**src/rtl/ppt_pkg.sv**
```systemverilog
// shared types, codes and constants of the pomodoro phase timer
package ppt_pkg;

    localparam int STAT_COUNTER_WIDTH = 32;
    localparam int MAX_PHASE_MINUTES  = 120;
    localparam int BRK_HI             = (MAX_PHASE_MINUTES < 60) ? MAX_PHASE_MINUTES : 60;
    localparam int SECS_PER_MIN       = 60;
    localparam int PERMILLE           = 1000;
    localparam int ROUNDS_MAX         = 16;

    localparam int STAT_W     = STAT_COUNTER_WIDTH;
    localparam int OP_W       = 3;
    localparam int TICK_W     = 16;
    localparam int DAY_W      = 32;
    localparam int MODE_W     = 3;
    localparam int PHASE_W    = 2;
    localparam int EV_W       = 2;
    localparam int SEC_W      = 13;
    localparam int PM_W       = 10;
    localparam int PROD_W     = SEC_W + PM_W;
    localparam int DIV_CNT_W  = $clog2(PM_W);
    localparam int FOCUS_W    = 7;
    localparam int BRK_W      = 6;
    localparam int ROUNDS_W   = 5;
    localparam int CFG_IDX_W  = 3;
    localparam int CFG_DATA_W = 7;

    typedef enum logic [MODE_W-1:0] {
        MODE_IDLE   = 3'd0,
        MODE_FOCUS  = 3'd1,
        MODE_SHORT  = 3'd2,
        MODE_LONG   = 3'd3,
        MODE_PAUSED = 3'd4
    } mode_t;

    localparam logic [OP_W-1:0] OP_TICK   = 3'd0;
    localparam logic [OP_W-1:0] OP_START  = 3'd1;
    localparam logic [OP_W-1:0] OP_TOGGLE = 3'd2;
    localparam logic [OP_W-1:0] OP_STOP   = 3'd3;
    localparam logic [OP_W-1:0] OP_DAY    = 3'd4;

    localparam logic [CFG_IDX_W-1:0] CFG_FOCUS  = 3'd0;
    localparam logic [CFG_IDX_W-1:0] CFG_SHORT  = 3'd1;
    localparam logic [CFG_IDX_W-1:0] CFG_LONG   = 3'd2;
    localparam logic [CFG_IDX_W-1:0] CFG_ROUNDS = 3'd3;
    localparam logic [CFG_IDX_W-1:0] CFG_AUTO   = 3'd4;

    localparam logic [EV_W-1:0] EV_NONE  = 2'd0;
    localparam logic [EV_W-1:0] EV_FOCUS = 2'd1;
    localparam logic [EV_W-1:0] EV_BREAK = 2'd2;

    // controller to datapath
    typedef struct packed {
        logic exec;
        logic prep;
        logic step;
        logic load;
    } cmd_t;

    // datapath to controller
    typedef struct packed {
        logic div_last;
    } stat_t;

endpackage

```
**src/rtl/pomodoro_phase_timer_top.sv**
```systemverilog
// top level of the pomodoro phase timer: controller plus datapath
//
// channel | direction | handshake           | payload
// in      | into      | in_valid / in_stall   | opcode, tick_seconds, day_stamp
// out     | out of    | out_valid / out_stall | accepted ... life_focus_minutes
// cfg     | into      | cfg_we (no wait)      | cfg_index, cfg_data
//
// an item passes from accept to the next accept through these steps: apply
// the command, find the shown phase and the scaled elapsed time, run the
// bit-serial permille divider one quotient bit a step, then load the result
// register
// reset is asynchronous, active low; config returns to its defaults and the
// timer to idle with all counters at zero
// in_stall is high from accept until the result is loaded; a stalled output
// holds the block in its last step, the result register keeps its item
module pomodoro_phase_timer_top (
    input  logic                                clk,
    input  logic                                rst_n,
    input  logic                                in_valid,
    output logic                                in_stall,
    input  logic [ppt_pkg::OP_W-1:0]            opcode,
    input  logic [ppt_pkg::TICK_W-1:0]          tick_seconds,
    input  logic [ppt_pkg::DAY_W-1:0]           day_stamp,
    output logic                                out_valid,
    input  logic                                out_stall,
    output logic                                accepted,
    output logic [ppt_pkg::EV_W-1:0]            phase_event,
    output logic [ppt_pkg::MODE_W-1:0]          run_state,
    output logic [ppt_pkg::PHASE_W-1:0]         shown_phase,
    output logic [ppt_pkg::SEC_W-1:0]           seconds_left,
    output logic [ppt_pkg::SEC_W-1:0]           phase_total_seconds,
    output logic [ppt_pkg::PM_W-1:0]            progress_permille,
    output logic [ppt_pkg::STAT_W-1:0]          run_focus_count,
    output logic [ppt_pkg::STAT_W-1:0]          day_focus_count,
    output logic [ppt_pkg::STAT_W-1:0]          day_focus_minutes,
    output logic [ppt_pkg::STAT_W-1:0]          life_focus_count,
    output logic [ppt_pkg::STAT_W-1:0]          life_focus_minutes,
    input  logic                                cfg_we,
    input  logic [ppt_pkg::CFG_IDX_W-1:0]       cfg_index,
    input  logic [ppt_pkg::CFG_DATA_W-1:0]      cfg_data
);
    import ppt_pkg::*;

    // command and status between the sequencer and the datapath
    cmd_t  cmd;
    stat_t stat;

    // sequencer: accept, prep, divide, load result
    ppt_ctrl u_ctrl (
        .clk       (clk),
        .rst_n     (rst_n),
        .in_valid  (in_valid),
        .in_stall  (in_stall),
        .out_valid (out_valid),
        .out_stall (out_stall),
        .cmd       (cmd),
        .stat      (stat)
    );

    // datapath: config, timer state, counters, divider, result register
    ppt_dp u_dp (
        .clk                 (clk),
        .rst_n               (rst_n),
        .cmd                 (cmd),
        .stat                (stat),
        .cfg_we              (cfg_we),
        .cfg_index           (cfg_index),
        .cfg_data            (cfg_data),
        .opcode              (opcode),
        .tick_seconds        (tick_seconds),
        .day_stamp           (day_stamp),
        .accepted            (accepted),
        .phase_event         (phase_event),
        .run_state           (run_state),
        .shown_phase         (shown_phase),
        .seconds_left        (seconds_left),
        .phase_total_seconds (phase_total_seconds),
        .progress_permille   (progress_permille),
        .run_focus_count     (run_focus_count),
        .day_focus_count     (day_focus_count),
        .day_focus_minutes   (day_focus_minutes),
        .life_focus_count    (life_focus_count),
        .life_focus_minutes  (life_focus_minutes)
    );

endmodule

```
**src/rtl/ppt_ctrl.sv**
```systemverilog
// sequencing state machine of the pomodoro phase timer
module ppt_ctrl (
    input  logic          clk,
    input  logic          rst_n,
    input  logic          in_valid,
    output logic          in_stall,
    output logic          out_valid,
    input  logic          out_stall,
    output ppt_pkg::cmd_t cmd,
    input  ppt_pkg::stat_t stat
);
    import ppt_pkg::*;

    typedef enum logic [1:0] {
        S_IDLE,
        S_PREP,
        S_DIV,
        S_HOLD
    } state_t;

    state_t state_reg;
    logic   stall_reg;
    logic   out_valid_reg;

    always_comb
    begin
        cmd.exec = in_valid && !stall_reg;
        cmd.prep = (state_reg == S_PREP);
        cmd.step = (state_reg == S_DIV);
        cmd.load = (state_reg == S_HOLD) && (!out_valid_reg || !out_stall);
    end

    always_ff @(posedge clk or negedge rst_n)
    begin
        if (!rst_n)
        begin
            state_reg     <= S_IDLE;
            stall_reg     <= 1'b0;
            out_valid_reg <= 1'b0;
        end
        else
        begin
            case (state_reg)
                S_IDLE:
                begin
                    if (cmd.exec)
                    begin
                        state_reg <= S_PREP;
                        stall_reg <= 1'b1;
                    end
                end
                S_PREP:
                begin
                    state_reg <= S_DIV;
                end
                S_DIV:
                begin
                    if (stat.div_last)
                    begin
                        state_reg <= S_HOLD;
                    end
                end
                S_HOLD:
                begin
                    if (cmd.load)
                    begin
                        state_reg <= S_IDLE;
                        stall_reg <= 1'b0;
                    end
                end
                default:
                begin
                    state_reg <= S_IDLE;
                    stall_reg <= 1'b0;
                end
            endcase

            if (cmd.load)
            begin
                out_valid_reg <= 1'b1;
            end
            else if (!out_stall)
            begin
                out_valid_reg <= 1'b0;
            end
        end
    end

    assign in_stall  = stall_reg;
    assign out_valid = out_valid_reg;

endmodule

```
**src/rtl/ppt_dp.sv**
```systemverilog
// timer state, counters, permille divider and result register
module ppt_dp (
    input  logic                                clk,
    input  logic                                rst_n,
    input  ppt_pkg::cmd_t                       cmd,
    output ppt_pkg::stat_t                      stat,
    input  logic                                cfg_we,
    input  logic [ppt_pkg::CFG_IDX_W-1:0]       cfg_index,
    input  logic [ppt_pkg::CFG_DATA_W-1:0]      cfg_data,
    input  logic [ppt_pkg::OP_W-1:0]            opcode,
    input  logic [ppt_pkg::TICK_W-1:0]          tick_seconds,
    input  logic [ppt_pkg::DAY_W-1:0]           day_stamp,
    output logic                                accepted,
    output logic [ppt_pkg::EV_W-1:0]            phase_event,
    output logic [ppt_pkg::MODE_W-1:0]          run_state,
    output logic [ppt_pkg::PHASE_W-1:0]         shown_phase,
    output logic [ppt_pkg::SEC_W-1:0]           seconds_left,
    output logic [ppt_pkg::SEC_W-1:0]           phase_total_seconds,
    output logic [ppt_pkg::PM_W-1:0]            progress_permille,
    output logic [ppt_pkg::STAT_W-1:0]          run_focus_count,
    output logic [ppt_pkg::STAT_W-1:0]          day_focus_count,
    output logic [ppt_pkg::STAT_W-1:0]          day_focus_minutes,
    output logic [ppt_pkg::STAT_W-1:0]          life_focus_count,
    output logic [ppt_pkg::STAT_W-1:0]          life_focus_minutes
);
    import ppt_pkg::*;

    // config
    logic [FOCUS_W-1:0]  focus_reg,  focus_next;
    logic [BRK_W-1:0]    short_reg,  short_next;
    logic [BRK_W-1:0]    long_reg,   long_next;
    logic [ROUNDS_W-1:0] per_long_reg, per_long_next;
    logic                auto_reg,   auto_next;

    // timer state
    mode_t               mode_reg,   mode_next;
    logic [PHASE_W-1:0]  resume_reg, resume_next;
    logic [SEC_W-1:0]    rem_reg,    rem_next;
    logic [ROUNDS_W-1:0] rounds_reg, rounds_next;
    logic [DAY_W-1:0]    day_reg,    day_next;
    logic [STAT_W-1:0]   run_cnt_reg,  run_cnt_next;
    logic [STAT_W-1:0]   day_cnt_reg,  day_cnt_next;
    logic [STAT_W-1:0]   day_min_reg,  day_min_next;
    logic [STAT_W-1:0]   life_cnt_reg, life_cnt_next;
    logic [STAT_W-1:0]   life_min_reg, life_min_next;

    // per-item result fields
    logic                acc_reg,  acc_next;
    logic [EV_W-1:0]     ev_reg,   ev_next;

    // divider and prep
    logic [PHASE_W-1:0]   shown_reg;
    logic [SEC_W-1:0]     total_reg;
    logic [SEC_W-1:0]     drem_reg;
    logic [PM_W-1:0]      quo_reg;
    logic [DIV_CNT_W-1:0] dcnt_reg;

    // output register
    logic                acc_out_reg;
    logic [EV_W-1:0]     ev_out_reg;
    logic [MODE_W-1:0]   mode_out_reg;
    logic [PHASE_W-1:0]  shown_out_reg;
    logic [SEC_W-1:0]    left_out_reg;
    logic [SEC_W-1:0]    total_out_reg;
    logic [PM_W-1:0]     pm_out_reg;
    logic [STAT_W-1:0]   run_out_reg, dcnt_out_reg, dmin_out_reg, lcnt_out_reg, lmin_out_reg;

    function automatic logic [SEC_W-1:0] phase_len(
        input logic [PHASE_W-1:0] ph,
        input logic [FOCUS_W-1:0] f,
        input logic [BRK_W-1:0]   s,
        input logic [BRK_W-1:0]   l
    );
        logic [SEC_W-1:0] len;
        case (ph)
            PHASE_W'(MODE_FOCUS): len = SEC_W'(f) * SEC_W'(SECS_PER_MIN);
            PHASE_W'(MODE_SHORT): len = SEC_W'(s) * SEC_W'(SECS_PER_MIN);
            PHASE_W'(MODE_LONG):  len = SEC_W'(l) * SEC_W'(SECS_PER_MIN);
            default:              len = '0;
        endcase
        return len;
    endfunction

    function automatic logic [STAT_W-1:0] sat_add(
        input logic [STAT_W-1:0]  a,
        input logic [FOCUS_W-1:0] b
    );
        logic [STAT_W:0] sum;
        sum = {1'b0, a} + (STAT_W + 1)'(b);
        return sum[STAT_W] ? {STAT_W{1'b1}} : sum[STAT_W-1:0];
    endfunction

    logic                running;
    logic                rem_gt;
    logic [TICK_W-1:0]   surplus;
    logic [ROUNDS_W-1:0] rounds_inc;
    mode_t               next_phase;
    logic [SEC_W-1:0]    next_len;

    always_comb
    begin
        focus_next    = focus_reg;
        short_next    = short_reg;
        long_next     = long_reg;
        per_long_next = per_long_reg;
        auto_next     = auto_reg;
        mode_next     = mode_reg;
        resume_next   = resume_reg;
        rem_next      = rem_reg;
        rounds_next   = rounds_reg;
        day_next      = day_reg;
        run_cnt_next  = run_cnt_reg;
        day_cnt_next  = day_cnt_reg;
        day_min_next  = day_min_reg;
        life_cnt_next = life_cnt_reg;
        life_min_next = life_min_reg;
        acc_next      = acc_reg;
        ev_next       = ev_reg;

        running    = (mode_reg == MODE_FOCUS) || (mode_reg == MODE_SHORT)
                     || (mode_reg == MODE_LONG);
        rem_gt     = TICK_W'(rem_reg) > tick_seconds;
        surplus    = tick_seconds - TICK_W'(rem_reg);
        rounds_inc = rounds_reg + ROUNDS_W'(1);
        if ((mode_reg == MODE_FOCUS) && (32'(rounds_inc) < 32'(per_long_reg)))
        begin
            next_phase = MODE_SHORT;
        end
        else if (mode_reg == MODE_FOCUS)
        begin
            next_phase = MODE_LONG;
        end
        else
        begin
            next_phase = MODE_FOCUS;
        end
        next_len = phase_len(next_phase[PHASE_W-1:0], focus_reg, short_reg, long_reg);

        // config writes, lengths and rounds only while idle
        if (cfg_we)
        begin
            if (cfg_index == CFG_AUTO)
            begin
                auto_next = cfg_data[0];
            end
            else if (mode_reg == MODE_IDLE)
            begin
                case (cfg_index)
                    CFG_FOCUS:
                    begin
                        if (cfg_data == '0)
                            focus_next = FOCUS_W'(1);
                        else if (32'(cfg_data) > MAX_PHASE_MINUTES)
                            focus_next = FOCUS_W'(MAX_PHASE_MINUTES);
                        else
                            focus_next = cfg_data[FOCUS_W-1:0];
                    end
                    CFG_SHORT:
                    begin
                        if (cfg_data[BRK_W-1:0] == '0)
                            short_next = BRK_W'(1);
                        else if (32'(cfg_data[BRK_W-1:0]) > BRK_HI)
                            short_next = BRK_W'(BRK_HI);
                        else
                            short_next = cfg_data[BRK_W-1:0];
                    end
                    CFG_LONG:
                    begin
                        if (cfg_data[BRK_W-1:0] == '0)
                            long_next = BRK_W'(1);
                        else if (32'(cfg_data[BRK_W-1:0]) > BRK_HI)
                            long_next = BRK_W'(BRK_HI);
                        else
                            long_next = cfg_data[BRK_W-1:0];
                    end
                    CFG_ROUNDS:
                    begin
                        if (cfg_data[ROUNDS_W-1:0] == '0)
                            per_long_next = ROUNDS_W'(1);
                        else if (32'(cfg_data[ROUNDS_W-1:0]) > ROUNDS_MAX)
                            per_long_next = ROUNDS_W'(ROUNDS_MAX);
                        else
                            per_long_next = cfg_data[ROUNDS_W-1:0];
                    end
                    default:
                    begin
                    end
                endcase
            end
        end

        if (cmd.exec)
        begin
            acc_next = 1'b0;
            ev_next  = EV_NONE;
            case (opcode)
                OP_TICK:
                begin
                    if ((tick_seconds != '0) && running)
                    begin
                        if (rem_gt)
                        begin
                            rem_next = rem_reg - tick_seconds[SEC_W-1:0];
                        end
                        else
                        begin
                            if (mode_reg == MODE_FOCUS)
                            begin
                                run_cnt_next  = sat_add(run_cnt_reg, FOCUS_W'(1));
                                day_cnt_next  = sat_add(day_cnt_reg, FOCUS_W'(1));
                                day_min_next  = sat_add(day_min_reg, focus_reg);
                                life_cnt_next = sat_add(life_cnt_reg, FOCUS_W'(1));
                                life_min_next = sat_add(life_min_reg, focus_reg);
                                rounds_next   = (next_phase == MODE_LONG) ? '0 : rounds_inc;
                                ev_next       = EV_FOCUS;
                            end
                            else
                            begin
                                ev_next = EV_BREAK;
                            end
                            resume_next = PHASE_W'(MODE_IDLE);
                            if (!auto_reg)
                            begin
                                mode_next = MODE_IDLE;
                                rem_next  = '0;
                            end
                            else
                            begin
                                mode_next = next_phase;
                                // carry the surplus, clamp at zero
                                if (TICK_W'(next_len) > surplus)
                                    rem_next = next_len - surplus[SEC_W-1:0];
                                else
                                    rem_next = '0;
                            end
                        end
                    end
                end
                OP_START, OP_TOGGLE:
                begin
                    if ((opcode == OP_START && !running) || mode_reg == MODE_IDLE)
                    begin
                        mode_next   = MODE_FOCUS;
                        resume_next = PHASE_W'(MODE_IDLE);
                        rem_next    = phase_len(PHASE_W'(MODE_FOCUS), focus_reg,
                                                short_reg, long_reg);
                        acc_next    = 1'b1;
                    end
                    else if (opcode == OP_TOGGLE && running)
                    begin
                        resume_next = mode_reg[PHASE_W-1:0];
                        mode_next   = MODE_PAUSED;
                        acc_next    = 1'b1;
                    end
                    else if (opcode == OP_TOGGLE && mode_reg == MODE_PAUSED)
                    begin
                        // no stored phase resumes into focus
                        mode_next = (resume_reg != PHASE_W'(MODE_IDLE))
                                    ? mode_t'({1'b0, resume_reg}) : MODE_FOCUS;
                        acc_next  = 1'b1;
                    end
                end
                OP_STOP:
                begin
                    mode_next   = MODE_IDLE;
                    resume_next = PHASE_W'(MODE_IDLE);
                    rem_next    = '0;
                    acc_next    = 1'b1;
                end
                OP_DAY:
                begin
                    if (day_stamp != '0)
                    begin
                        if (day_reg == '0)
                        begin
                            day_next = day_stamp;
                        end
                        else if (day_reg != day_stamp)
                        begin
                            day_next     = day_stamp;
                            day_cnt_next = '0;
                            day_min_next = '0;
                        end
                    end
                end
                default:
                begin
                end
            endcase
        end
    end

    always_ff @(posedge clk or negedge rst_n)
    begin
        if (!rst_n)
        begin
            focus_reg    <= FOCUS_W'(25);
            short_reg    <= BRK_W'(5);
            long_reg     <= BRK_W'(15);
            per_long_reg <= ROUNDS_W'(4);
            auto_reg     <= 1'b1;
            mode_reg     <= MODE_IDLE;
            resume_reg   <= PHASE_W'(MODE_IDLE);
            rem_reg      <= '0;
            rounds_reg   <= '0;
            day_reg      <= '0;
            run_cnt_reg  <= '0;
            day_cnt_reg  <= '0;
            day_min_reg  <= '0;
            life_cnt_reg <= '0;
            life_min_reg <= '0;
        end
        else
        begin
            focus_reg    <= focus_next;
            short_reg    <= short_next;
            long_reg     <= long_next;
            per_long_reg <= per_long_next;
            auto_reg     <= auto_next;
            mode_reg     <= mode_next;
            resume_reg   <= resume_next;
            rem_reg      <= rem_next;
            rounds_reg   <= rounds_next;
            day_reg      <= day_next;
            run_cnt_reg  <= run_cnt_next;
            day_cnt_reg  <= day_cnt_next;
            day_min_reg  <= day_min_next;
            life_cnt_reg <= life_cnt_next;
            life_min_reg <= life_min_next;
        end
    end

    // prep: shown phase, total, scaled elapsed time
    logic [PHASE_W-1:0] shown_c;
    logic [SEC_W-1:0]   total_c;
    logic [SEC_W-1:0]   clamp_c;
    logic [PROD_W-1:0]  prod_c;

    always_comb
    begin
        shown_c = (mode_reg == MODE_PAUSED) ? resume_reg : mode_reg[PHASE_W-1:0];
        total_c = phase_len(shown_c, focus_reg, short_reg, long_reg);
        clamp_c = (rem_reg > total_c) ? total_c : rem_reg;
        prod_c  = PROD_W'(total_c - clamp_c) * PROD_W'(PERMILLE);
    end

    // restoring divider, one quotient bit a step; the upper part of the
    // product is already below the divisor since the quotient fits PM_W bits
    logic [SEC_W:0]   dshift;
    logic             dge;

    always_comb
    begin
        dshift        = {drem_reg, quo_reg[PM_W-1]};
        dge           = dshift >= {1'b0, total_reg};
        stat.div_last = (dcnt_reg == DIV_CNT_W'(PM_W - 1));
    end

    always_ff @(posedge clk)
    begin
        acc_reg <= acc_next;
        ev_reg  <= ev_next;
        if (cmd.prep)
        begin
            shown_reg <= shown_c;
            total_reg <= total_c;
            drem_reg  <= prod_c[PROD_W-1:PM_W];
            quo_reg   <= prod_c[PM_W-1:0];
            dcnt_reg  <= '0;
        end
        else if (cmd.step)
        begin
            drem_reg <= dge ? SEC_W'(dshift - {1'b0, total_reg}) : dshift[SEC_W-1:0];
            quo_reg  <= {quo_reg[PM_W-2:0], dge};
            dcnt_reg <= dcnt_reg + DIV_CNT_W'(1);
        end
        if (cmd.load)
        begin
            acc_out_reg   <= acc_reg;
            ev_out_reg    <= ev_reg;
            mode_out_reg  <= mode_reg;
            shown_out_reg <= shown_reg;
            left_out_reg  <= rem_reg;
            total_out_reg <= total_reg;
            pm_out_reg    <= (total_reg == '0) ? '0 : quo_reg;
            run_out_reg   <= run_cnt_reg;
            dcnt_out_reg  <= day_cnt_reg;
            dmin_out_reg  <= day_min_reg;
            lcnt_out_reg  <= life_cnt_reg;
            lmin_out_reg  <= life_min_reg;
        end
    end

    assign accepted            = acc_out_reg;
    assign phase_event         = ev_out_reg;
    assign run_state           = mode_out_reg;
    assign shown_phase         = shown_out_reg;
    assign seconds_left        = left_out_reg;
    assign phase_total_seconds = total_out_reg;
    assign progress_permille   = pm_out_reg;
    assign run_focus_count     = run_out_reg;
    assign day_focus_count     = dcnt_out_reg;
    assign day_focus_minutes   = dmin_out_reg;
    assign life_focus_count    = lcnt_out_reg;
    assign life_focus_minutes  = lmin_out_reg;

endmodule

```
**config.mk**
```make
export PLATFORM = sky130hd
export DESIGN_NAME = pomodoro_phase_timer_top
export DESIGN_NICKNAME = d
export VERILOG_FILES = /design/src/rtl/ppt_pkg.sv /design/src/rtl/pomodoro_phase_timer_top.sv /design/src/rtl/ppt_ctrl.sv /design/src/rtl/ppt_dp.sv
export SDC_FILE = /design/constraint.sdc
export NUM_CORES = 1
export LEC_CHECK = 0
export ABC_AREA = 0
export ABC_CLOCK_PERIOD_IN_PS = 20700
export BUFFER_PORTS_ARGS = -buffer_cell sky130_fd_sc_hd__clkbuf_2
export CAP_MARGIN = 20
export CORE_UTILIZATION = 55
export DETAILED_ROUTE_END_ITERATION = 10
export GPL_TIMING_DRIVEN = 0
export PLACE_DENSITY = 0.75
export REMOVE_ABC_BUFFERS = 1
export SETUP_SLACK_MARGIN = 0.05
export SYNTH_ARGS = -nofsm -noshare
export SYNTH_HDL_FRONTEND = slang
export SYNTH_SLANG_ARGS = --single-unit
```
**constraint.sdc**
```tcl
create_clock -name clk -period 20.7 [get_ports clk]
set_input_delay 4.14 -clock clk [delete_from_list [all_inputs] [get_ports clk]]
set_output_delay 4.14 -clock clk [all_outputs]
set_load 0.02 [all_outputs]
```
==> impl_metrics.ini <==
[status]
outcome = completed

[logic_synthesis]
async_flop_share = 0.499
avgSynthCellArea_um2 = 10.6
netlist_instances = 2699
synthTopCellsByArea = edfxtp_1 (25%), dfrtp_1 (20%), ha_1 (7.8%)
yosys.area.top_type_share = 0.249
mappedNetlistArea_um2 = 28700
yosysTopAreaCell = edfxtp_1
synth-seq-area-share = 0.467
synth_compound_area_frac = 0.128
ys_seq_elements = 489
synthFlopType = edfxtp_1
synth_xor_area_frac = 0.0549
synthSimpleGateAreaFrac = 0.139
synth_fa_ha_area_frac = 0.132
ys_top_cells_by_count = edfxtp_1 (238), dfrtp_1 (233), inv_1 (213), nand2_1 (204), nor2_1 (184)
synth_mux_area_frac = 0.0388
synth-warning-count = 0
synth_edf_count = 238
synth_top_family_by_area = simple AND/OR/NAND/NOR gates
synth.distinct_cells = 85
yosysMostFrequentCell = edfxtp_1

[setup_path]
cp-endpoint = u_dp.drem_reg[11]$_DFFE_PP_
rr_startpoint = u_dp.long_reg[0]$_DFFE_PN1P_
r2r-end = u_dp.drem_reg[11]$_DFFE_PP_
crit_fanout = 9
reg2regPathDepth = 39
slowest_stage = o21ai_0
worstSetupStartpointType = flip-flop
path_depth = 39
r2r_slack_ps = 8300
critical_path_buf_inv_count = 4
worstPathRequired_ps = 21040
cp_top_family = adder cells
cp_common_cell = fa_1
arrival_ps = 12730
critPathKind = reg2reg
critPathLaunch = u_dp.long_reg[0]$_DFFE_PN1P_
crit_path_max_incr_delay_ps = 780
end_kind = flip-flop

[clock_network]
cts_setup_buffers = 0
cts_buffer_depth = 3
cts_max_level = 2
cts_buffers = 50
clk_latency_ps = 590
cts.clk_slew.worst_paths_ps = 70
hold_buffers = 0
cts_tree = yes
cts.repair.resized = 0
cts_sinks = 489
ctsRootBufferMaster = clkbuf_16

[global_route]
grt_overflow_total = 0
antenna_found_initial = 12
grt_usage = 0.262
grt_pass1_wl_um = 112000
grt_max_degree = 103
grt_pass1_vias = 21600

[floorplanning]
die_area_um2 = 53100
rows = 83
die_h_um = 230
io_pins = 272
die_width_um = 230
core_area_um2 = 51400
initial_core_util = 0.559

[routing]
top_layer_used = met5
drt_iter0_drc = 1518
vias = 21700
drtPass1Iterations = 5
wl_met3_um = 4760
wirelength_um = 69700
drc = 0
antenna_left = 0
wire_per_inst_um = 18.9
wl_met1_um = 29600
vias_per_cell = 5.88
dr_wl_met2_um = 33000

[sta]
setup_viol = 0
whs_ps = 419
final_hold_viol_count = 0
period_share = 0.599
slew_headroom = 0.319
rsz0062_at_grt = false
worstMarginPinSlew_ps = 1020
max_freq_ghz = 0.0807
finClkSkew_ps = 14.8
finalCriticalPeriod_ps = 12400
final-max-slew-violation-count = 0

[cells_and_area]
drive_gt1_frac = 0.160
fin_util = 0.636
area_growth_pct = 13.8
final_cells = 3684
fin_nets = 3279

[place]
port-buffer-count = 269
place_inst = 3584
dp_hpwl_um = 51800
gp_congestion = 0.909

[job]
cap_violations = 0

[min_path]
hp-class = reg2reg
-- cell usage in the layout (no fill, tap or decap), drive strengths merged, types with 48 or more instances in the layout --
cell type | Yosys | final
clkbuf | 61 | 337
edfxtp | 238 | 238
dfrtp | 233 | 233
inv | 214 | 216
nand2 | 205 | 205
nor2 | 184 | 184
ha | 178 | 178
a21oi | 158 | 158
o21ai | 135 | 135
xor2 | 103 | 103
nand3 | 98 | 98
xnor2 | 77 | 77
fa | 77 | 77
mux2 | 66 | 66
a31oi | 55 | 55
nand4 | 53 | 53
nor4 | 51 | 51
nor3 | 48 | 48
-- per-stage QoR --
| step | worst slack (ps) | area [µm²] | TNS [ps] |
|---|---|---|---|
| after CTS | 8180 | 32600 | 0 |
| after detailed placement | 8220 | 31000 | 0 |
| after floorplan | 937 | 28400 | 0 |
| final | 8300 | 32700 | 0 |
| after global placement | -5460 | 30600 | -1095000 |
| after global routing | 7510 | 32700 | 0 |
-- layout make-up --
type,instances,area [µm²]
multi-input cells,1914,14200
clock buffers,68,1370
clock inverters,24,283
repair buffers,289,1740
fillers,4075,18700
diodes,6,15.0
inverters,214,803
flip-flops and latches,489,13400
well taps,680,851
-- worst min path at each step --
stage / startpoint / to / slack [ps] / depth (start not counted)
CTS: u_dp.shown_reg[1]$_DFFE_PP_ / u_dp.shown_phase[1]$_DFFE_PP_ / 420 / 0
floorplan: u_dp.acc_reg$_DFFE_PP_ / u_dp.accepted$_DFFE_PP_ / 400 / 0
global route: u_dp.shown_reg[1]$_DFFE_PP_ / u_dp.shown_phase[1]$_DFFE_PP_ / 430 / 0
detailed placement: u_dp.ev_reg[1]$_SDFFCE_PP0P_ / u_dp.phase_event[1]$_DFFE_PP_ / 410 / 0
global placement: u_dp.ev_reg[1]$_SDFFCE_PP0P_ / u_dp.phase_event[1]$_DFFE_PP_ / 400 / 0
finish: u_dp.shown_reg[1]$_DFFE_PP_ / u_dp.shown_phase[1]$_DFFE_PP_ / 420 / 0
-- cell families after synthesis --
family | Yosys count
and+or+nand+nor | 797
muxes | 103
xor gates and xnor gates | 180
AOI/OAI and AO/OA | 575
other | 1
adders and majority gates | 257
DFF | 489
buffers and inverters | 297
-- metal layers --
layer	track usage	up-vias
li1	-	10300
met5	0	-
met2	0.424	682
met3	0.0540	141
met4	0.0948	10
met1	0.351	10600
Power is left out: the tool's default activity adds up to more than one toggle a clock period on the data nets, which glitch-free logic cannot reach.
